==> config.mk <==
export PLATFORM = sky130hd
export DESIGN_NAME = cnalu_fifo
export DESIGN_NICKNAME = d
export VERILOG_FILES = /design/src/rtl/cnalu_pkg.sv /design/src/rtl/cnalu_fifo.sv
export VERILOG_INCLUDE_DIRS = /design/src /design/src/rtl
export SDC_FILE = /design/constraint.sdc
export NUM_CORES = 1
export LEC_CHECK = 0
export ABC_AREA = 1
export BUFFER_PORTS_ARGS = -buffer_cell sky130_fd_sc_hd__buf_2
export CAP_MARGIN = 25
export CORE_MARGIN = 2
export CORE_UTILIZATION = 55
export DETAILED_ROUTE_END_ITERATION = 16
export PLACE_DENSITY_LB_ADDON = 0.25
export SYNTH_ARGS = -nofsm -noshare
export SYNTH_HDL_FRONTEND = slang
export SYNTH_SLANG_ARGS = --single-unit
==> constraint.sdc <==
create_clock -name clk -period 4.6 [get_ports clk]
set_input_delay 0.46 -clock clk [delete_from_list [all_inputs] [get_ports clk]]
set_output_delay 0.46 -clock clk [all_outputs]
set_load 0.1 [all_outputs]
==> src/rtl/assert_macros.svh <==
// Assertion helpers shared by the RTL of the complex arithmetic unit.
// Each macro expects signals named clk and rst_n in the calling scope.
`ifndef ASSERT_MACROS_SVH
`define ASSERT_MACROS_SVH

// Same-cycle implication, checked outside reset.
`define CNA_ASSERT_IMPL(lbl, pre, post) \
  lbl: assert property (@(posedge clk) disable iff (!rst_n) (pre) |-> (post)) \
    else $error("complex alu assertion failed");

// Next-cycle implication, checked outside reset.
`define CNA_ASSERT_NEXT(lbl, pre, post) \
  lbl: assert property (@(posedge clk) disable iff (!rst_n) (pre) |=> (post)) \
    else $error("complex alu assertion failed");

`endif

==> src/rtl/cnalu_pkg.sv <==
`timescale 1ns / 1ps
`default_nettype none

package cnalu_pkg;

  // Operand and result widths in signed Q16.16.
  localparam int DW = 32;
  localparam int FB = 16;
  localparam int PW = 2 * DW;
  localparam int WW = PW + 2;
  localparam int FIFO_DEPTH = 4;

  // Operation codes on the input channel.
  localparam logic [2:0] CMD_ADD = 3'd0;
  localparam logic [2:0] CMD_SUB = 3'd1;
  localparam logic [2:0] CMD_MUL = 3'd2;
  localparam logic [2:0] CMD_DIV = 3'd3;
  localparam logic [2:0] CMD_SQR = 3'd4;
  localparam logic [2:0] CMD_MOD = 3'd5;

  localparam logic [DW-1:0] SMAX_V = {1'b0, {(DW-1){1'b1}}};
  localparam logic [DW-1:0] SMIN_V = {1'b1, {(DW-1){1'b0}}};

  // Operation class after decode. Square is a multiply with B taken from A.
  typedef enum logic [5:0] {
    OP_NONE = 6'b000001,
    OP_ADD  = 6'b000010,
    OP_SUB  = 6'b000100,
    OP_MUL  = 6'b001000,
    OP_DIV  = 6'b010000,
    OP_MOD  = 6'b100000
  } op_t;

  // Decoded item passed from the front end through the queue.
  typedef struct packed {
    op_t           op;
    logic          dz;
    logic [DW-1:0] a_re;
    logic [DW-1:0] a_im;
    logic [DW-1:0] b_re;
    logic [DW-1:0] b_im;
  } item_t;

  // State carried through the divider and square root iterations.
  typedef struct packed {
    op_t           op;
    logic          dz;
    logic [DW-1:0] rr;
    logic [DW-1:0] ri;
    logic          neg_re;
    logic          neg_im;
    logic          ovf_re;
    logic          ovf_im;
    logic [PW-1:0] den;
    logic [PW-1:0] drem_re;
    logic [PW-1:0] drem_im;
    logic [DW-1:0] dlo_re;
    logic [DW-1:0] dlo_im;
    logic [DW-1:0] q_re;
    logic [DW-1:0] q_im;
    logic [DW+1:0] srem;
    logic [PW-1:0] sn;
    logic [DW-1:0] sroot;
  } iter_t;

  // Sign-extend a product to the working width.
  function automatic logic signed [WW-1:0] ext_p(input logic [PW-1:0] v);
    ext_p = $signed({{(WW-PW){v[PW-1]}}, v});
  endfunction

  // Sign-extend an operand to the working width.
  function automatic logic signed [WW-1:0] ext_d(input logic [DW-1:0] v);
    ext_d = $signed({{(WW-DW){v[DW-1]}}, v});
  endfunction

  // Saturate a working-width value to the signed data range.
  function automatic logic [DW-1:0] sat(input logic signed [WW-1:0] v);
    logic signed [WW-1:0] hi;
    logic signed [WW-1:0] lo;
    hi = $signed({{(WW-DW+1){1'b0}}, {(DW-1){1'b1}}});
    lo = $signed({{(WW-DW+1){1'b1}}, {(DW-1){1'b0}}});
    if (v > hi) begin
      sat = SMAX_V;
    end else if (v < lo) begin
      sat = SMIN_V;
    end else begin
      sat = v[DW-1:0];
    end
  endfunction

endpackage

`default_nettype wire

==> src/rtl/cnalu_fifo.sv <==
`timescale 1ns / 1ps
`default_nettype none

`include "assert_macros.svh"

module cnalu_fifo #(
  parameter int DEPTH = cnalu_pkg::FIFO_DEPTH
) (
  input  wire                  clk,
  input  wire                  rst_n,
  input  wire                  push,
  input  cnalu_pkg::item_t     push_data,
  output logic                 full,
  input  wire                  pop,
  output logic                 avail,
  output cnalu_pkg::item_t     pop_data
);

  localparam int AW = (DEPTH > 1) ? $clog2(DEPTH) : 1;
  localparam int CW = $clog2(DEPTH + 1);

  cnalu_pkg::item_t mem_r [DEPTH];
  logic [AW-1:0] wr_ptr_r, wr_ptr_nxt;
  logic [AW-1:0] rd_ptr_r, rd_ptr_nxt;
  logic [CW-1:0] cnt_r, cnt_nxt;

  assign full     = (cnt_r == CW'(DEPTH));
  assign avail    = (cnt_r != '0);
  assign pop_data = mem_r[rd_ptr_r];

  // Pointer wrap and occupancy.
  always_comb begin
    wr_ptr_nxt = wr_ptr_r;
    rd_ptr_nxt = rd_ptr_r;
    cnt_nxt    = cnt_r;
    if (push) begin
      wr_ptr_nxt = (wr_ptr_r == AW'(DEPTH - 1)) ? '0 : wr_ptr_r + 1'b1;
    end
    if (pop) begin
      rd_ptr_nxt = (rd_ptr_r == AW'(DEPTH - 1)) ? '0 : rd_ptr_r + 1'b1;
    end
    if (push && !pop) begin
      cnt_nxt = cnt_r + 1'b1;
    end else if (!push && pop) begin
      cnt_nxt = cnt_r - 1'b1;
    end
  end

  always_ff @(posedge clk) begin
    if (!rst_n) begin
      wr_ptr_r <= '0;
      rd_ptr_r <= '0;
      cnt_r    <= '0;
    end else begin
      wr_ptr_r <= wr_ptr_nxt;
      rd_ptr_r <= rd_ptr_nxt;
      cnt_r    <= cnt_nxt;
    end
  end

  // Entry storage needs no reset.
  always_ff @(posedge clk) begin
    if (push) begin
      mem_r[wr_ptr_r] <= push_data;
    end
  end

  `CNA_ASSERT_IMPL(a_fifo_no_overflow, push, !full)
  `CNA_ASSERT_IMPL(a_fifo_no_underflow, pop, cnt_r != '0)

endmodule

`default_nettype wire

Word-level counts from Yosys, hierarchy flattened
Memory sizes are Yosys's and may differ from the RTL's. A register that Yosys moved wholly into a read port is not among the register bits.
Index checks and enable logic that the tools add are counted.
W data, S select, Z words.
Word-level totals
  bits in writable memories: 540
  input bits: 139
  logic and storage cells: 25
  register bits after elaboration: 7
  output and inout bits: 137
  memories: 1
Memories
  mem_r: words 4, bits a word 135, read ports 1, clocked after memory_dff 1, wr ports 1, line cnalu_fifo.sv:22  | cnalu_pkg::item_t mem_r [DEPTH];
Operators by class
  $add $sub $neg: 4
  multiplexer cells: 8
  reductions and logical operators: 6
  eq/ne operators: 3
Operator list (count)
  $mux W2: 4
  $mux W3: 2
  $add A2 B1 Y2 const B: 2
  $eq A2 B2 Y1 const B: 2
  $add A3 B1 Y3 const B: 1
  $eq A3 B3 Y1 const B: 1
  $reduce_bool A3 Y1: 1
  $sub A3 B1 Y3 const B: 1
  $logic_and A1 B1 Y1: 2
  $logic_not A1 Y1: 2
  $mux W1: 2
  $reduce_bool A2 Y1: 1

Longest topological paths before layout
Gate-level depths: netlist of the first run.
  depth in word-level cells: 4
  gate-level depth with buffers: 10
  mapped depth without buffers: 10

Worst setup path after synthesis of the first run
No wires, ideal clock.
  path kind: reg-to-reg
  start point: reg wr_ptr_r[0]
  end point: mem mem_r[3][0] (netlist name), enable pin
  stages on the path, launching flop included: 4
  path buffers: 0
  path slack: 0.922 ns
  data arrival time: 3.190 ns
  cells stage by stage: dfxtp_1 ha_1 nand2_1 inv_1
RTL lines
  start, declared: line cnalu_fifo.sv:23  | logic [AW-1:0] wr_ptr_r, wr_ptr_nxt;
  start signal, assigned: line cnalu_fifo.sv:55  | wr_ptr_r <= wr_ptr_nxt;
  end, declared: line cnalu_fifo.sv:22
No word-level cell before the write port.

==> results of run 1 <==
## flip-flops by register name (all words and copies together), names as in the netlist, named ones only
register and flops:
cnt_r 3, mem_r 540, wr_ptr_r 2, rd_ptr_r 2
## where the power goes
part	leakage, nW	switching (mW)	total [mW]	internal [mW]
logic	2.42	1.96	2.30	0.337
registers	5.04	0.0481	5.77	5.72
clock network	0.806	1.76	4.14	2.38
## worst max-delay path, delay by kind of cell, from the launching register on
kind	cells	cell delay (ps)
flops	1	400
compound gates	2	550
buf+inv	2	1220
## routing by layer
metal,track usage (%),vias to the layer above
li1,-,5691
met5,0,-
met1,30.2,6045
met3,7.09,79
met2,35.5,340
met4,6.96,14
## placed cells by master (no fill, tap or decap), types with 2 or more instances in the layout
master and instances:
a21oi_1 3, buf_12 6, buf_2 275, buf_4 5
bufinv_16 2, clkbuf_1 12, clkbuf_16 55, clkbuf_8 5
clkinv_1 8, clkinv_2 7, clkinvlp_4 5, dfxtp_1 7
dfxtp_4 2, diode_2 10, edfxtp_1 540, ha_1 6
inv_1 10, inv_6 7, nand2_1 9, nor2_1 259
nor2_2 20, nor3_1 3, o21ai_0 208, o21ai_1 65
o22ai_1 135
## logic make-up after synthesis
group | count (synthesis) | synth area share [%]
buffers and inverters | 104 | 3.20
xor gates and xnor gates | 1 | 0.0426
DFF | 549 | 79.8
and+or+nand+nor | 293 | 5.63
adders and majority gates | 7 | 0.463
AOI/OAI and AO/OA | 411 | 10.8
## stage by stage
stage / area, µm² / power, mW / hold WS [ps] / util (%) / std cells
final: 23800 / 12.2 / 83.6 / 64.9 / 2138
after global routing: 23800 / 12.6 / 58.4 / 64.9 / 2128
after CTS: 23800 / 12.3 / 55.5 / 64.9 / 2128
after detailed placement: 22100 / 8.19 / 534 / 60.3 / 2032
after global placement: 22100 / 8.15 / 509 / 60.2 / 2031
after floorplan: 20500 / 7.74 / 490 / - / 1365
## layout make-up
| class | count | area (µm²) |
|---|---|---|
| antenna | 10 | 25.0 |
| clock buffer | 72 | 1490 |
| multi-input combinational | 712 | 3490 |
| inverter | 16 | 92.6 |
| timing repair buffer | 287 | 1560 |
| clock inverter | 24 | 180 |
| fill | 2612 | 12900 |
| tap | 468 | 586 |
| sequential | 549 | 16400 |
## path summary, 6_finish.rpt
kind	end	cells past startpoint
max	pop_data[92]	4
min reg2reg	wr_ptr_r[1]	2
min	mem_r[1][24]	1
max reg2reg	mem_r[0][5]	5
==> impl_metrics.ini, run 1 <==
[status]
status = complete, no violations

[grt]
gr-total-overflow = 0
grt_max_degree = 173
grtUsageTotal_pct = 22.5
antenna_found_initial = 11
grt_pass1_wl_um = 66900
grt_pass1_vias = 11989

[die]
start_util_pct = 56.0
die_h_um = 197
boundaryPins = 276
rows = 70
dieArea_um2 = 38900
die_w_um = 197
core_area_um2 = 36700

[timing]
final-hold-violation-count = 0
maxSlewViolCount = 0
grt_setup_unrepaired = no
layout_setup_ws_ps = 1320
max_slew_margin_pct = 33.7
setup_tns_ps = 0
period_share_pct = 71.3
max_freq_ghz = 0.305
tightest_slew_ps = 995
clock_skew_ps = 13.7
finalCriticalPeriod_ps = 3280
setup_viol = 0

[logic_synthesis]
yosysTopAreaCellShare_pct = 78.9
synth_fp_nets = 1511
synthFlopType = edfxtp_1
yosysUniqueCellTypes = 24
synth-edff-count = 540
ys_top_cells_by_area = edfxtp_1 (79%), o21ai_0 (5.1%), nor2_1 (4.7%), o22ai_1 (4.1%), o21ai_1 (1.6%)
ys_ff_latch = 549
yosysWarningCount = 0
netlist_area_um2 = 20500
synthMostInstantiatedCell = edfxtp_1
avgSynthCellArea_um2 = 15.0
async_flop_share_pct = 0
post-synth-top-area-cell = edfxtp_1
ys_seq_area_share_pct = 79.8
synth_cells = 1365
synthTopCellsByCount = edfxtp_1 (540), nor2_1 (259), o21ai_0 (208), o22ai_1 (135), o21ai_1 (65)

[critical_path]
worstPathRequired_ps = 4140
start_kind = flip-flop
slowest_stage = buf_4
cp_max_fo = 98
max_stage_delay_ps = 750
critical_path.cell_chain = buf_4, o21ai_0, o22ai_1, buf_2
worstReg2RegStart = wr_ptr_r[0]
path_class = flip-flop to primary output
cp.arrival_ps = 2820
r2r_slack_ps = 2400
endpoint_kind = primary output

[final_layout]
nNetsFinal = 1765
layout-drive-gt1-share_pct = 23.6
syn_to_final_growth_pct = 16.0

[detailed_routing]
antenna_left = 0
wl_um = 43600
viasPerCell = 5.69
drcViolationCount = 0
dr.pass1.iters = 5
wl_met2_um = 20500
routed.top_layer = met5
vias = 12169
wire_per_inst_um = 20.4
routed-wl-met3_um = 3940
first_iter_violations = 828
wl_met1_um = 18100

[pwr]
p_per_area_nw_per_um2 = 512
cellLeakagePower_nw = 8.26
ir_worst_vdd_v = 0.000337

[cts]
clock_latency_ps = 590
cts_resized = 0
post_cts_buffers = 0
cts-root-buf = clkbuf_16
htreeDepth = 2
cts_tree = built
clockBufferDepth = 3
cts_sinks = 549
cts_buffers = 53
clk_pin_slew_ps = 60
holdBufCountCts = 0

[placement]
gp_congestion = 0.752
preCtsSetupSlack_ps = 1920
portBuffers = 275
dpl.hpwl_um = 23800

[hold_path]
hp-start = push_data[24]
hp-class = input pin to flip-flop

[job]
max_cap_viol_count = 0
Note: power is estimated with default switching activity, not from simulation.
==> inputs of run 2 (changes only) <==
==> constraint.sdc (replaced) <==
create_clock -name clk -period 3.1 [get_ports clk]
set_input_delay 0.31 -clock clk [delete_from_list [all_inputs] [get_ports clk]]
set_output_delay 0.31 -clock clk [all_outputs]
set_load 0.1 [all_outputs]
==> impl_metrics.ini, run 2 (synthesis gave the netlist of run 1 again) <==
[timing]
setup_tns_ps = 0
max_freq_ghz = 0.343
grt_setup_unrepaired = no
layout_setup_ws_ps = 182
clock_skew_ps = 20.5
finalCriticalPeriod_ps = 2920
setup_viol = 0
period_share_pct = 94.1
tightest_slew_ps = 857
maxSlewViolCount = 0
max_slew_margin_pct = 42.9
final-hold-violation-count = 0

[critical_path]
endpoint_kind = primary output
crit_path_end = pop_data[3]
critical_path.cell_chain = buf_12, buf_12, o21ai_0, o22ai_1, buf_2
path_class = flip-flop to primary output
crit_path_frequent_cell = buf_12
start_kind = flip-flop
cp_max_fo = 90
worstRegToRegCells = 5
cp.arrival_ps = 2610
r2r_slack_ps = 1220
regToRegEndpoint = mem_r[0][97]
max_stage_delay_ps = 470
worstPathRequired_ps = 2790
slowest_stage = buf_2
worstReg2RegStart = wr_ptr_r[0]

[detailed_routing]
antenna_left = 0
drcViolationCount = 0
wl_um = 43900
wire_per_inst_um = 19.3
viasPerCell = 5.53
first_iter_violations = 684
dr.pass1.iters = 6
vias = 12619

[final_layout]
syn_to_final_growth_pct = 24.9
largest-register = mem_r
n_fill_cell = 2435
final_cell_mix = edfxtp_1 (540), nor2_1 (259), buf_2 (258)
layout_commonest_cell = edfxtp_1
largest_register_ffs = 540
design_area_um2 = 25700
nNetsFinal = 1915
layout-drive-gt1-share_pct = 22.3
reg_top3 = mem_r x540, cnt_r x3

[status]
status = complete, no violations

[job]
max_cap_viol_count = 0

[cts]
cts_sinks = 549
cts-root-buf = clkbuf_16
post_cts_buffers = 0
htreeDepth = 2
cts_resized = 0
clock_latency_ps = 580
holdBufCountCts = 136
cts_tree = built
cts_buffers = 53
clockBufferDepth = 3
clk_pin_slew_ps = 60

[grt]
gr-total-overflow = 0
grt_pass1_wl_um = 68800
grt_pass1_vias = 13002
grtUsageTotal_pct = 22.8
grt_max_degree = 136
antenna_found_initial = 1

[placement]
placed_cell_area_um2 = 22600
gp_congestion = 0.783
portBuffers = 275
preCtsSetupSlack_ps = 778
dpl.hpwl_um = 24000

[die]
die_w_um = 197
die_h_um = 197
rows = 70
core_area_um2 = 36700
start_util_pct = 56.0
dieArea_um2 = 38900
boundaryPins = 276

[pwr]
cellLeakagePower_nw = 9.03
ir_worst_vdd_v = 0.000726
p_per_area_nw_per_um2 = 720

[hold_path]
hp-class = input pin to flip-flop
[run 2: changes by cell type in the layout (fill, tap and decap cells not counted), moves of 2 or more]
cell,before,now
buf_12,6,34
buf_2,275,258
buf_4,5,9
bufinv_16,2,4
clkbuf_1,12,14
clkbuf_8,5,3
clkinv_1,8,10
clkinv_2,7,9
diode_2,10,1
dlygate4sd3_1,0,136
inv_6,7,1
[run 2: layout make-up]
type | count | area (µm²) | area share [%]
flip-flops and latches | 549 | 16400 | 63.9
inverters | 16 | 85.1 | 0.332
repair buffers | 437 | 3400 | 13.3
multi-input cells | 712 | 3490 | 13.6
clock buffers | 72 | 1470 | 5.73
clock inverters | 25 | 220 | 0.858
well taps | 468 | 586 | 2.28
diodes | 1 | 2.50 | 0.00975
[run 2: routing by layer]
| metal | vias up | part of all wire (%) | global-route usage (%) |
|---|---|---|---|
| met4 | 0 | 2.5 | 7.96 |
| met1 | 6139 | 42 | 30.1 |
| met3 | 79 | 7.9 | 5.40 |
| met5 | - | 0 | 0 |
| met2 | 418 | 48 | 37.6 |
| li1 | 5983 | - | - |
[run 2: critical path, delay by kind of cell (launching register included)]
kind	cells	cell delay [ps]
compound gates	2	410
buf+inv	3	1150
flops	1	390
[run 2: how the worst min path moves through the flow]
stage,startpoint,endpoint,cells after the start
detailed placement,wr_ptr_r[1],wr_ptr_r[1],2
finish,pop,flip-flop,4
global placement,wr_ptr_r[1],wr_ptr_r[1],2
floorplan,push_data[0],mem_r[0][0],0
CTS,push,wr_ptr_r[1],3
global route,push,wr_ptr_r[1],3
[run 2: stage by stage]
stage,hold slack (ps),total power [mW],utilization (%),cells
CTS,50.9,18.6,69.9,2279
floorplan,409,11.5,-,1365
detailed placement,524,12.3,61.6,2046
global route,107,19.0,69.9,2280
global placement,510,12.3,61.6,2046
finish,83.0,18.5,69.9,2280
[run 2: where the power goes]
group / switching [mW] / internal [mW]
Combinational: 2.95 / 0.751
Sequential: 0.0892 / 8.49
Clock: 2.56 / 3.64
