File: config.mk
export PLATFORM = sky130hd
export DESIGN_NAME = cnalu_front
export DESIGN_NICKNAME = d
export VERILOG_FILES = /design/src/rtl/cnalu_pkg.sv /design/src/rtl/cnalu_front.sv
export VERILOG_INCLUDE_DIRS = /design/src /design/src/rtl
export SDC_FILE = /design/constraint.sdc
export NUM_CORES = 1
export LEC_CHECK = 0
export BUFFER_PORTS_ARGS = -buffer_cell sky130_fd_sc_hd__buf_4
export CAP_MARGIN = 20
export CORE_UTILIZATION = 30
export CTS_BUF_LIST = sky130_fd_sc_hd__clkbuf_8
export DETAILED_ROUTE_END_ITERATION = 16
export GPL_ROUTABILITY_DRIVEN = 0
export REMOVE_ABC_BUFFERS = 1
export SLEW_MARGIN = 20
export SYNTH_ARGS = -nofsm -noshare
export SYNTH_HDL_FRONTEND = slang
export SYNTH_SLANG_ARGS = --single-unit
export TNS_END_PERCENT = 10
File: constraint.sdc
create_clock -name clk -period 8.73 [get_ports clk]
set_input_delay 1.3095 -clock clk [delete_from_list [all_inputs] [get_ports clk]]
set_output_delay 1.3095 -clock clk [all_outputs]
set_load 0.01 [all_outputs]
File: src/rtl/assert_macros.svh
// Assertion helpers shared by the RTL of the complex arithmetic unit.
// Each macro expects signals named clk and rst_n in the calling scope.
`ifndef ASSERT_MACROS_SVH
`define ASSERT_MACROS_SVH

// Same-cycle implication, checked outside reset.
`define CNA_ASSERT_IMPL(lbl, pre, post) \
  lbl: assert property (@(posedge clk) disable iff (!rst_n) (pre) |-> (post)) \
    else $error("complex alu assertion failed");

// Next-cycle implication, checked outside reset.
`define CNA_ASSERT_NEXT(lbl, pre, post) \
  lbl: assert property (@(posedge clk) disable iff (!rst_n) (pre) |=> (post)) \
    else $error("complex alu assertion failed");

`endif

File: src/rtl/cnalu_pkg.sv
`timescale 1ns / 1ps
`default_nettype none

package cnalu_pkg;

  // Operand and result widths in signed Q16.16.
  localparam int DW = 32;
  localparam int FB = 16;
  localparam int PW = 2 * DW;
  localparam int WW = PW + 2;
  localparam int FIFO_DEPTH = 4;

  // Operation codes on the input channel.
  localparam logic [2:0] CMD_ADD = 3'd0;
  localparam logic [2:0] CMD_SUB = 3'd1;
  localparam logic [2:0] CMD_MUL = 3'd2;
  localparam logic [2:0] CMD_DIV = 3'd3;
  localparam logic [2:0] CMD_SQR = 3'd4;
  localparam logic [2:0] CMD_MOD = 3'd5;

  localparam logic [DW-1:0] SMAX_V = {1'b0, {(DW-1){1'b1}}};
  localparam logic [DW-1:0] SMIN_V = {1'b1, {(DW-1){1'b0}}};

  // Operation class after decode. Square is a multiply with B taken from A.
  typedef enum logic [5:0] {
    OP_NONE = 6'b000001,
    OP_ADD  = 6'b000010,
    OP_SUB  = 6'b000100,
    OP_MUL  = 6'b001000,
    OP_DIV  = 6'b010000,
    OP_MOD  = 6'b100000
  } op_t;

  // Decoded item passed from the front end through the queue.
  typedef struct packed {
    op_t           op;
    logic          dz;
    logic [DW-1:0] a_re;
    logic [DW-1:0] a_im;
    logic [DW-1:0] b_re;
    logic [DW-1:0] b_im;
  } item_t;

  // State carried through the divider and square root iterations.
  typedef struct packed {
    op_t           op;
    logic          dz;
    logic [DW-1:0] rr;
    logic [DW-1:0] ri;
    logic          neg_re;
    logic          neg_im;
    logic          ovf_re;
    logic          ovf_im;
    logic [PW-1:0] den;
    logic [PW-1:0] drem_re;
    logic [PW-1:0] drem_im;
    logic [DW-1:0] dlo_re;
    logic [DW-1:0] dlo_im;
    logic [DW-1:0] q_re;
    logic [DW-1:0] q_im;
    logic [DW+1:0] srem;
    logic [PW-1:0] sn;
    logic [DW-1:0] sroot;
  } iter_t;

  // Sign-extend a product to the working width.
  function automatic logic signed [WW-1:0] ext_p(input logic [PW-1:0] v);
    ext_p = $signed({{(WW-PW){v[PW-1]}}, v});
  endfunction

  // Sign-extend an operand to the working width.
  function automatic logic signed [WW-1:0] ext_d(input logic [DW-1:0] v);
    ext_d = $signed({{(WW-DW){v[DW-1]}}, v});
  endfunction

  // Saturate a working-width value to the signed data range.
  function automatic logic [DW-1:0] sat(input logic signed [WW-1:0] v);
    logic signed [WW-1:0] hi;
    logic signed [WW-1:0] lo;
    hi = $signed({{(WW-DW+1){1'b0}}, {(DW-1){1'b1}}});
    lo = $signed({{(WW-DW+1){1'b1}}, {(DW-1){1'b0}}});
    if (v > hi) begin
      sat = SMAX_V;
    end else if (v < lo) begin
      sat = SMIN_V;
    end else begin
      sat = v[DW-1:0];
    end
  endfunction

endpackage

`default_nettype wire

File: src/rtl/cnalu_front.sv
`timescale 1ns / 1ps
`default_nettype none

`include "assert_macros.svh"

module cnalu_front (
  input  wire                        clk,
  input  wire                        rst_n,
  input  wire                        in_valid,
  output logic                       in_stall,
  input  wire  [2:0]                 in_cmd,
  input  wire  [cnalu_pkg::DW-1:0]   in_a_re,
  input  wire  [cnalu_pkg::DW-1:0]   in_a_im,
  input  wire  [cnalu_pkg::DW-1:0]   in_b_re,
  input  wire  [cnalu_pkg::DW-1:0]   in_b_im,
  output logic                       push,
  output cnalu_pkg::item_t           push_data,
  input  wire                        full
);

  logic             front_valid_r, front_valid_nxt;
  cnalu_pkg::item_t front_r;
  cnalu_pkg::item_t dec;
  logic             in_xfer;

  // Decode the command and pick the second operand.
  always_comb begin
    dec.op   = cnalu_pkg::OP_NONE;
    dec.dz   = 1'b0;
    dec.a_re = in_a_re;
    dec.a_im = in_a_im;
    dec.b_re = in_b_re;
    dec.b_im = in_b_im;
    unique case (in_cmd)
      cnalu_pkg::CMD_ADD: dec.op = cnalu_pkg::OP_ADD;
      cnalu_pkg::CMD_SUB: dec.op = cnalu_pkg::OP_SUB;
      cnalu_pkg::CMD_MUL: dec.op = cnalu_pkg::OP_MUL;
      cnalu_pkg::CMD_DIV: begin
        dec.op = cnalu_pkg::OP_DIV;
        dec.dz = (in_b_re == '0) && (in_b_im == '0);
      end
      cnalu_pkg::CMD_SQR: begin
        dec.op   = cnalu_pkg::OP_MUL;
        dec.b_re = in_a_re;
        dec.b_im = in_a_im;
      end
      cnalu_pkg::CMD_MOD: begin
        dec.op   = cnalu_pkg::OP_MOD;
        dec.b_re = in_a_re;
        dec.b_im = in_a_im;
      end
      default: dec.op = cnalu_pkg::OP_NONE;
    endcase
  end

  // The holding register moves into the queue whenever there is room.
  assign push      = front_valid_r && !full;
  assign push_data = front_r;
  assign in_stall  = front_valid_r && full;
  assign in_xfer   = in_valid && !in_stall;

  always_comb begin
    front_valid_nxt = in_xfer || (front_valid_r && !push);
  end

  always_ff @(posedge clk) begin
    if (!rst_n) begin
      front_valid_r <= 1'b0;
    end else begin
      front_valid_r <= front_valid_nxt;
    end
  end

  always_ff @(posedge clk) begin
    if (in_xfer) begin
      front_r <= dec;
    end
  end

  `CNA_ASSERT_NEXT(a_front_hold, front_valid_r && !push, front_valid_r)

endmodule

`default_nettype wire

## Yosys cells after proc, flatten, opt, wreduce, memory -nomap -nowiden

Index checks and enable logic that the tools add are counted.

| word-level totals | value |
|---|---|
| input bits | 135 |
| bits in registers | 136 |
| output and inout bits | 137 |
| logic and storage cells | 28 |

| operators by class | value |
|---|---|
| mux-type cells | 2 |
| reductions and logical operators | 14 |
| eq/ne operators | 5 |

Operator list:

| cell | number |
|---|---|
| 32-bit zero test | 2 |
| 64-bit two-way mux | 1 |
| 6-bit one-hot mux with 5 select lines | 1 |
| 3-bit by 2-bit == test with 1-bit output, second input constant | 2 |
| 3-bit == test, second input constant | 2 |
| 1-bit logical AND | 5 |
| 2-bit OR reduction | 2 |
| 3-bit by 1-bit == test with 1-bit output, second input constant | 1 |
| 1-bit zero test | 3 |
| 3-bit zero test | 1 |
| 1-bit logical OR | 1 |

## Logic depth before layout (Yosys ltp)

Gate-level depths: netlist (run 1).

| logic depth | value |
|---|---|
| depth in word-level cells | 5 |
| gate-level depth with buffers | 4 |
| mapped depth without buffers | 4 |

## Worst setup path before layout (run 1)

OpenSTA, ideal clock, no wires.

| path | value |
|---|---|
| path type | input-to-reg |
| start | input port full |
| end | register front_r (netlist bit push_data[0]) (enable) |
| buffers on the path | 0 |
| stages on the path | 2 |
| arrival time | 7.456 ns |
| path slack | 0.628 ns |
| library setup time | 0.646 ns |
| data required time | 8.084 ns |
| cell sequence | and2_1 -> nor2b_1 |

| on the way | value |
|---|---|
| longest elaborated chain between the ends | 3 |

RTL lines:

| element | RTL line | source |
|---|---|---|
| start: declaration | cnalu_front.sv:18 | `input wire full` |
| 1-bit logical AND | cnalu_front.sv:59 | `assign in_stall = front_valid_r && full;` |
| 1-bit zero test | cnalu_front.sv:60 | `assign in_xfer = in_valid && !in_stall;` |
| 1-bit logical AND | cnalu_front.sv:60 |  |
| net in_xfer | cnalu_front.sv:24 | `logic in_xfer;` |
| end signal: assignment | cnalu_front.sv:76 | `front_r <= dec;` |
| end: declaration | cnalu_front.sv:22 | `cnalu_pkg::item_t front_r;` |

The timed path passes the listed nets, and every way through them passes these cells.
A chain may end at the register's enable or synchronous reset.

## Worst setup path after layout (run 1)

| path | value |
|---|---|
| start | input port full |
| end | register front_r (netlist bit push_data[77]) (enable) |

Same word-level chain as after synthesis.

==> results of run 1 <==
==> area by class of cell <==
cell class / instances / area (sq um)
Tap cell: 220 / 275.3
Inverter: 1 / 3.754
Multi-Input combinational cell: 98 / 1094
Timing Repair Buffer: 274 / 2057
Clock inverter: 11 / 97.59
Sequential cell: 136 / 4074
Fill cell: 1508 / 8984
Clock buffer: 17 / 234.0
==> flip-flops by register name (all words and copies together), names as in the netlist <==
signal	count
push_data	135
front_valid_r	1
==> power by group through the flow <==
stage,registers [W],logic (W),clock network [W]
global placement,0.000795,0.000204,0
detailed placement,0.000796,0.000206,0
floorplan,0.000824,0.0000568,0
global route,0.000785,0.000216,0.000497
finish,0.000782,0.000203,0.000457
CTS,0.000782,0.000206,0.000477
==> cells by family after synthesis <==
kind of cell,synth area share (%)
buffers and inverters,1.342
muxes,16.53
DFF,78.01
and+or+nand+nor,3.881
AOI/OAI and AO/OA,0.2395
==> per-stage QoR <==
| step | setup WS, ps | area, sq um |
|---|---|---|
| global route | 5400 | 7835 |
| finish | 5532 | 7835 |
| detailed placement | 5080 | 7503 |
| floorplan | 627.6 | 5156 |
| CTS | 5571 | 7835 |
| global placement | 5112 | 7503 |
==> how the worst max path moves through the flow <==
stage,to,slack (ps)
2_1_floorplan,push_data[0],630
3_3_place_gp,push_data[4],5110
3_5_place_dp,push_data[68],5080
4_1_cts,push_data[77],5570
5_1_grt,push_data[77],5400
6_report,push_data[77],5530
==> cells in the final DEF (no fill, tap or decap), types with 3 or more instances in the layout <==
cell | Yosys | final
buf_4 | 0 | 274
clkbuf_8 | 0 | 17
clkinv_2 | 0 | 3
edfxtp_1 | 135 | 135
inv_1 | 0 | 5
mux2_2 | 26 | 26
mux2_4 | 38 | 38
nor4_1 | 16 | 16
==> metal layers <==
metal  up-vias  wire [um]
met3        27       1084
met4         0        381
met1      1563       4941
met2       174       6358
met5         -          0
li1       1548          -
==> cells in the mapped netlist, types with 2 or more instances <==
master | instances | area (sq um)
nand4_1 | 2 | 12.51
nand2b_1 | 2 | 12.51
nor3_1 | 2 | 10.01
nand3_1 | 2 | 10.01
nor4_1 | 16 | 100.1
buf_6 | 5 | 56.30
edfxtp_1 | 135 | 4054
buf_2 | 2 | 10.01
mux2_4 | 38 | 570.6
and2_1 | 2 | 12.51
mux2_2 | 26 | 292.8
nor2b_1 | 2 | 12.51
==> critical path, delay by kind of cell <==
kind | cells | cell delay [ps]
AND/OR/NAND/NOR | 2 | 280
buffers and inverters | 3 | 1550
==> summary by stage, run 1 <==
Status
The flow ran to the end, and the final reports show no timing, DRC or antenna violations.

Yosys
The average size of a mapped cell is 21.58 sq um. In this run, synthesis inferred around 140 flip-flops with an integrated enable. The combined area of all synthesized cells is 5223 sq um.

After synthesis the netlist holds a flip-flop and latch count of roughly 140. The most used flip-flop cell after synthesis is edfxtp_1. For this run, the register share of the synthesized area comes to 78.01%.

The count of warnings emitted by yosys is 0. After synthesis, the share of flip-flops with an asynchronous set or reset is 0%. The synthesized instance count is between 200 and 250. The netlist uses 20 different library cells.

Worst setup path
The data required time of the critical path is between 8000 and 9000 ps. The slowest stage cell on the critical path is buf_4. The cell repeated most along the worst path is buf_4. The startpoint identified for the worst register-to-register timing path is front_valid_r. The register-to-register setup slack is 6200 ps. In this design, the stage delay of the slowest critical-path cell is around 800 ps. The signal on the critical path passes through buf_4 > and2_1 > nor2b_4 > buf_4 > buf_4. In this run the critical register-to-register path is captured at push_data[77]. The startpoint of the most critical setup path is full.

The class of the most critical setup path is input pin to register. The largest fanout on the critical path is slightly below 70. The critical path arrival is 3250 ps. The kind of start point of the critical path is an input pin. The number of cells on the worst reg-to-reg path is 4. STA classifies the critical path endpoint as a register.

Global routing
The largest net degree at the start of global routing is 70. The met1 track demand over resource in global routing is 15.77%. The initial antenna violation count is 0. The met3 demand-to-capacity share in global routing is 4.989%. The via count of the first global-routing pass is around 3500. After global routing, the most crowded layer is met2. The all-layer global routing usage is between 10% and 20%.

The overflow left after global routing is 0. The met2 track demand over resource in global routing is 23.52%. The first global-routing pass estimated 18.54 mm of wire.

STA
The final critical path takes up roughly 37% of the cycle. The clock arrives with 5.101 ps of skew. The final number of hold-violating endpoints is 0. Setup repair after global routing left no endpoint under its margin. The final number of max-transition violations is 0.

For the pin with the worst max-slew slack, the measured transition is 855.7 ps. The shortest clock period the worst path allows after layout is roughly 3200 ps. The fmax is between 300 and 400 MHz. The total negative slack is 0 ps. The number of failing setup endpoints in the final timing report is 0.

The final hold slack is 669.7 ps. The worst pin sits at a relative slew slack of a little over two fifths.

Clock network
Buffers added to address setup during post-CTS repair amount to 0. The sink count of the clock tree is between 100 and 150. In this run the number of H-tree levels came out at 4. The number of buffers created by CTS is 17. Post-CTS repair changed the size of 0 cells. The tree is rooted in a clkbuf_8. The clock-pin slew on the worst setup and hold paths is roughly 70 ps. The count of hold-fix buffers inserted at cts is 0.

No sink is reached through more buffers than the 2 on the longest clock path. The clock tree from TritonCTS is done. The clock reaches the later pin of the worst-skew pair after 430 ps.

Final layout
At the end of the flow the core is filled with cells to between 40% and 50%. The proportion of layout cells with a drive suffix above 1 is roughly 68%. The net count of the finished layout is 663. The area growth from synthesis to layout is 50.02%. The antenna diode count is 0.

The count of non-filler cells in the finished layout is roughly 760.

Hold path
The depth of the worst hold-timing path is 2. The path class of the tightest hold or removal check is register to register. The worst hold path begins at front_valid_r. The worst hold path terminates at front_valid_r.

Power and ir drop
The maximum vdd drop is ~92 uV. The part of the power in combinational logic is about 14%. The fraction of power spent switching nets is 21.93%. The power consumption is between 0.001 and 0.0015 W. The internal power of the cells totals 0.001126 W. Summed over all cells, the static leakage comes to ~3.3 nW.

The net switching power of the design is 0.0003161 W. In this run the power density over the cells is about 180 nW/um^2. The clock network accounts for a little under a third of the total power.

Registers are responsible for 54.2% of the overall power.

Route
The detailed-route DRC error count is 0. Dividing the detail-routed via count by the number of cells gives 4.375. Once detail routing completed, the nets flagged for antenna violations numbered 0. Before antenna repair, the detailed router went through 4 iterations. The number of DRC violations after detailed-routing iteration 0 is between 100 and 150. Summed over all layers, the routed wires come to approximately 13 mm.

The routed wire length per instance is ~17 um. The detailed router placed 3312 vias in this run.

Placement
During placement, the flow inserted port buffers numbering 271. In this run, placement finished with an instance count of around 730. Detailed placement ended at an HPWL of 9.642 mm.

Run
The count of max-cap constraint violations is 0.

Floorplan
The die covers between 15000 and 20000 sq um. The number of placement rows is 47. The area inside the core boundary is 16820 sq um. The initial utilization of the core area, before any placement, comes to a little under a third. From left edge to right edge, the die measures about 130 um. The number of top-level design ports is 272.

The floorplan step set the die height to roughly 130 um.
Power figures use the tool's default switching activity.
==> run 2: changes to the inputs <==
Clock period 8.73 ns to 3.27 ns, I/O delays scaled along.
==> summary by stage, run 2 (synthesized netlist as in run 1, its figures left out) <==
Final layout
The synthesis-to-finish area growth is 51.34%. The count of cells in the finished layout, fillers not included, comes to 762. The most common library cell in the layout ignoring fill and taps is buf_4. The register with the most flip-flops in the layout has around 140 of them.

The antenna diode count is 0. Cells with a size suffix above 1 make up 67.90% of the layout. Leaving out fill and tap cells, the most frequent cells in the layout are buf_4, edfxtp_1, mux2_4.

The final instance area is 7904 sq um. The net count of the finished layout is between 600 and 700.

Clock network
The sink count of the clock tree is around 140. The H-tree was split into 4 levels. The count of hold-fix buffers inserted at cts is 0. The deepest clock path buffer count is 2. After clock tree synthesis, the clock-pin slew on the worst setup and hold paths is roughly 80 ps. The number of buffers inserted by post-CTS setup repair is 0. The number of buffers created by CTS is 17. Clock tree synthesis selected as its root buffer the cell clkbuf_8.

The number of gates resized after CTS is 0. The clock latency on the worst-skew pair is about 440 ps. The clock tree from TritonCTS is done.

Worst setup path
The origin of the critical flop-to-flop path is front_valid_r. The class of the most critical setup path is register to register. The slowest stage of the critical path belongs to the cell nor2b_4. STA classifies the critical path startpoint as a register. Of all nets on the critical path, the largest fanout is 60. The largest single stage delay on the critical path is around 500 ps. The data required time of the critical path is between 3000 and 4000 ps. Walking the worst path, the cells encountered are and2_1 > nor2b_4 > buf_12. The kind of end point of the critical path is a register. The critical path arrival is about 1900 ps.

Tracing the worst setup path back leads to its startpoint at front_valid_r.

STA
The post-route fraction of the period consumed by the critical path is between 50% and 60%. For the pin with the worst max-slew slack, the measured transition is a little under 600 ps. Setup repair after global routing left no endpoint under its margin.

The final number of hold-violating endpoints is 0. The number of failing setup endpoints in the final timing report is 0. The smallest setup slack after layout is 1513 ps. The worst slew margin relative to its limit is approximately three fifths. The final number of max-transition violations is 0. Clock skew on the completed layout was measured at between 6 and 7 ps. Timing would allow up to roughly 570 MHz. The shortest clock period the worst path allows after layout is ~1800 ps.

Floorplan
The vertical die dimension is about 130 um. The initial core utilization is between 30 and 40%. From left edge to right edge, the die measures around 130 um. Pin placement for this block handled approximately 270 I/O pins. The number of placement rows is 47. The core region is 16820 sq um.

The area of the die is ~18000 sq um.

Hold path
The path class of the tightest hold or removal check is input pin to register. The startpoint identified for the worst hold timing path is in_a_re[23].

Route
Across all layers, the routed design uses about 3300 vias. The number of detailed-route iterations in the first pass is 4. Dividing the detail-routed via count by the number of cells gives between 4 and 5. The detailed-route DRC error count is 0.

The total wire length after detailed routing is 13.00 mm. The number of routed nets with antenna violations is 0. The routed wire length per instance is between 15 and 20 um. The number of DRC violations after detailed-routing iteration 0 is roughly 160.

Placement
The count of buffers inserted at the top-level ports is between 200 and 300. The number of instances in the placed design is 730. At the placement stage, the worst setup path has a slack of about 1200 ps.

The placement-stage cell area is between 7000 and 8000 sq um. The placed wire-length estimate after detailed placement is between 9 and 10 mm.

Global routing
The via count of the first global-routing pass is 3539. The overflow left after global routing is 0. The initial antenna violation count came to 0. The all-layer global routing usage is between 10% and 20%. Entering global routing, the biggest net connects just over 60 pins. The global-route wire length before repair is ~19 mm.

Power and ir drop
The clock network burns about a third of the power. Total power for the finished layout comes to about 0.0039 W. In this run switching power makes up a little under a quarter of total power.

For this design the static power due to leakage is ~3.3 nW. Cell internal power was estimated by the tool at between 0.003 and 0.004 W. The net switching power of the design is 0.0008789 W. Across the VDD grid, the largest voltage drop is 295.6 uV. The power share of the sequential group is between 50% and 60%.

The power density over the cells is approximately 500 nW/um^2. Combinational logic burns between 10% and 20% of the power.

Run
The count of max-cap constraint violations is 0.

Status
The run finished with clean final reports.
[run 2: worst max-delay path, delay by kind of cell (launching register included)]
family,cells,cell delay (ps)
AND/OR/NAND/NOR,2,700
buffers and inverters,1,370
flip-flops,1,300
[run 2: final timing paths]
path / to / slack [ps] / cells after the start
hold / removal: push_data[119] / 230 / 1
setup reg to reg: push_data[64] / 1510 / 3
hold reg to reg: front_valid_r / 690 / 2
setup / recovery: push_data[64] / 1510 / 3
[run 2: final cells by class]
type | count | area, sq um
clock buffers | 17 | 234.0
clock inverters | 15 | 121.4
fillers | 1504 | 8915
inverters | 1 | 3.754
multi-input cells | 98 | 1094
flip-flops and latches | 136 | 4074
well taps | 220 | 275.3
repair buffers | 275 | 2102
[run 2: per-stage QoR]
stage / hold slack (ps) / setup TNS, ps / utilization [%]
2_1_floorplan: 589.4 / -543750 / -
3_3_place_gp: 648.3 / 0 / 44.88
3_5_place_dp: 671.9 / 0 / 44.88
4_1_cts: 188.7 / 0 / 46.99
5_1_grt: 189.5 / 0 / 46.99
6_report: 233.3 / 0 / 46.99
[run 2: power groups by stage]
stage / logic, W / registers (W) / clock network [W]
2_1_floorplan: 0.000152 / 0.00220 / 0
3_3_place_gp: 0.000552 / 0.00212 / 0
3_5_place_dp: 0.000558 / 0.00213 / 0
4_1_cts: 0.000558 / 0.00209 / 0.00132
5_1_grt: 0.000587 / 0.00210 / 0.00138
6_report: 0.000550 / 0.00209 / 0.00127
[run 2: routing by layer]
layer | routed length, um | track usage, % | vias to the layer above
met1 | 5076 | 16.32 | 1584
met3 | 1121 | 5.480 | 26
met5 | 0 | 0 | -
met4 | 317 | 7.071 | 0
li1 | - | - | 1553
met2 | 6485 | 24.18 | 180
==> run 3: changes to the inputs <==
Clock period 3.27 ns to 1.41 ns, I/O delays scaled along.
==> summary by stage, run 3 (synthesized netlist as in run 1, its figures left out) <==
Hold path
For hold timing, the worst endpoint is push_data[132]. Counting instances, the worst hold path has a depth of 2. In this run the worst hold path is classified as input pin to register. The origin of the worst min-delay path is in_cmd[0].

Power and ir drop
Across the VDD grid, the largest voltage drop is 542.7 uV. Power spread over the standard cell area amounts to 1034 nW/um^2. The leakage power of the design is between 3 and 4 nW.

Worst setup path
The endpoint identified for the worst register-to-register timing path is push_data[31]. The register-to-register setup slack is about 99 ps. The data required time of the critical path is approximately 1600 ps.

The number of cells on the worst reg-to-reg path is 4. The kind of start point of the critical path is a register. The origin of the critical flop-to-flop path is front_valid_r. The kind of end point of the critical path is a register. The class of the most critical setup path is register to register. The critical path arrival is ~1500 ps. The largest fanout on the critical path is 18.

Final layout
The number of flip-flops under the largest register name is roughly 140. The post-route netlist has a little over three fifths of its cells at a drive strength greater than 1. The library cells used most frequently in the layout, excluding fill and tap cells, are buf_4, edfxtp_1, dlygate4sd3_1. The library cell used most frequently in the layout, excluding fill and tap cells, is buf_4. Compared with the post-synthesis result, the final layout area differs by 70.48%.

The number of filler cells placed in the layout is around 1400. In the final design database the tool counted between 700 and 800 nets. The antenna diode count is 0.

STA
The final number of max-transition violations is 0. Setup repair after global routing left no endpoint under its margin. The worst path meets setup with 99.17 ps of slack. The maximum clock skew at final layout is ~12 ps. The final number of hold-violating endpoints is 0. The number of failing setup endpoints in the final timing report is 0. The shortest clock period the worst path allows after layout is approximately 1300 ps. Based on the critical path, the design can be clocked at up to 762.9 MHz.

Dividing the final minimum period by the clock period gives roughly 93%. The worst slew margin relative to its limit is ~67%. For the pin with the worst max-slew slack, the measured transition is ~490 ps. Across all hold checks on the routed design, the worst slack comes to 78.26 ps.

Clock network
Clock-pin slew was measured on the worst setup and hold paths at 80 ps. The number of buffers inserted by post-CTS setup repair is 0. The tree is rooted in a clkbuf_8. The clock reaches the later pin of the worst-skew pair after about 430 ps. TritonCTS built the clock tree. The deepest clock path buffer count is 2. The number of clock buffers added by TritonCTS is 17.

Counting every sink on the clock net gives 136. The H-tree depth reported by CTS is 4.

Route
The number of detailed-route iterations in the first pass is 4. The number of routed nets with antenna violations is 0. The number of DRC violations after detailed-routing iteration 0 is 104. The detailed router placed 3740 vias in this run.

The total wire length after detailed routing is 14.13 mm. After detailed routing, the average wire length per cell comes to ~16 um. The vias per cell is roughly 4.3. In the routed design, unresolved DRC markers number 0.

Floorplan
The number of placement rows is 47. From left edge to right edge, the die measures 133.9 um. 272 I/O pins were placed. In this run the standard cell core region covers ~17000 sq um. The floorplan step defined a die boundary enclosing around 18000 sq um. The vertical die dimension is between 100 and 150 um. The initial core utilization is about 31%.

Global routing
The total overflow left after global routing is 0. The initial antenna violation count is 0. The largest net degree at the start of global routing is 33. The global-route wire length before repair is approximately 21 mm. The via count of the first global-routing pass is 4013. In the global route stage, overall resource usage came out at ~16%.

Placement
Input and output buffers added on the ports amount to around 270. Prior to clock tree synthesis, the placed netlist has a worst setup slack of -353.0 ps. The wire-length estimate of the detail-placed layout is 10.60 mm.

Run
The count of max-cap constraint violations is 0.

Status
The run finished with clean final reports.
-- run 3: worst max path at each step --
stage / startpoint / end / slack (ps) / depth (start not counted)
detailed placement: in_b_im[19] / push_data[128] / -350 / 6
floorplan: front_valid_r / push_data[0] / -5690 / 2
finish: front_valid_r / push_data[31] / 100 / 4
CTS: front_valid_r / in_stall / 20 / 2
global placement: in_b_im[19] / push_data[128] / -240 / 6
global route: front_valid_r / push_data[31] / 50 / 4
-- run 3: cell type report --
cell class,count,area (sq um),area share (%)
Sequential cell,136,4074,45.76
Timing Repair Buffer,375,3105,34.88
Multi-Input combinational cell,98,1096,12.31
Tap cell,220,275.3,3.092
Clock buffer,17,234.0,2.628
Clock inverter,15,115.1,1.293
Inverter,1,3.754,0.04216
-- run 3: report_power, final --
group	switching (W)	internal [W]	total [W]
registers	0.0000719	0.00476	0.00483
logic	0.000607	0.000950	0.00156
clock network	0.00145	0.00136	0.00282
total	0.00213	0.00708	0.00921
-- run 3: through the flow --
stage | std cells | TNS (ps) | power [W] | area, sq um | utilization, %
after floorplan | 235 | -872160 | 0.005455 | 5156 | -
after global placement | 764 | -237.1 | 0.006314 | 7891 | 46.92
after detailed placement | 764 | -353.0 | 0.006343 | 7891 | 46.92
after CTS | 862 | 0 | 0.009364 | 8901 | 52.92
after global routing | 862 | 0 | 0.009617 | 8904 | 52.94
final | 862 | 0 | 0.009209 | 8904 | 52.94
-- run 3: per-layer routing --
layer	track usage (%)	share of wire (%)
met2	27.20	51
met4	7.513	3.2
met1	17.04	38
met3	5.745	7.6
met5	0	0
-- run 3: timing repair --
action,4_1_cts,5_1_grt
hold endpoints to repair,65,0
hold buffers,66,0
resized for setup,0,2
endpoints found under the setup margin,0,10
-- run 3: critical path: stages, from the launching register on --
cell and delay [ps]:
dfxtp_1 310, and2_4 170, nor2b_4 170, buf_12 190
buf_12 160
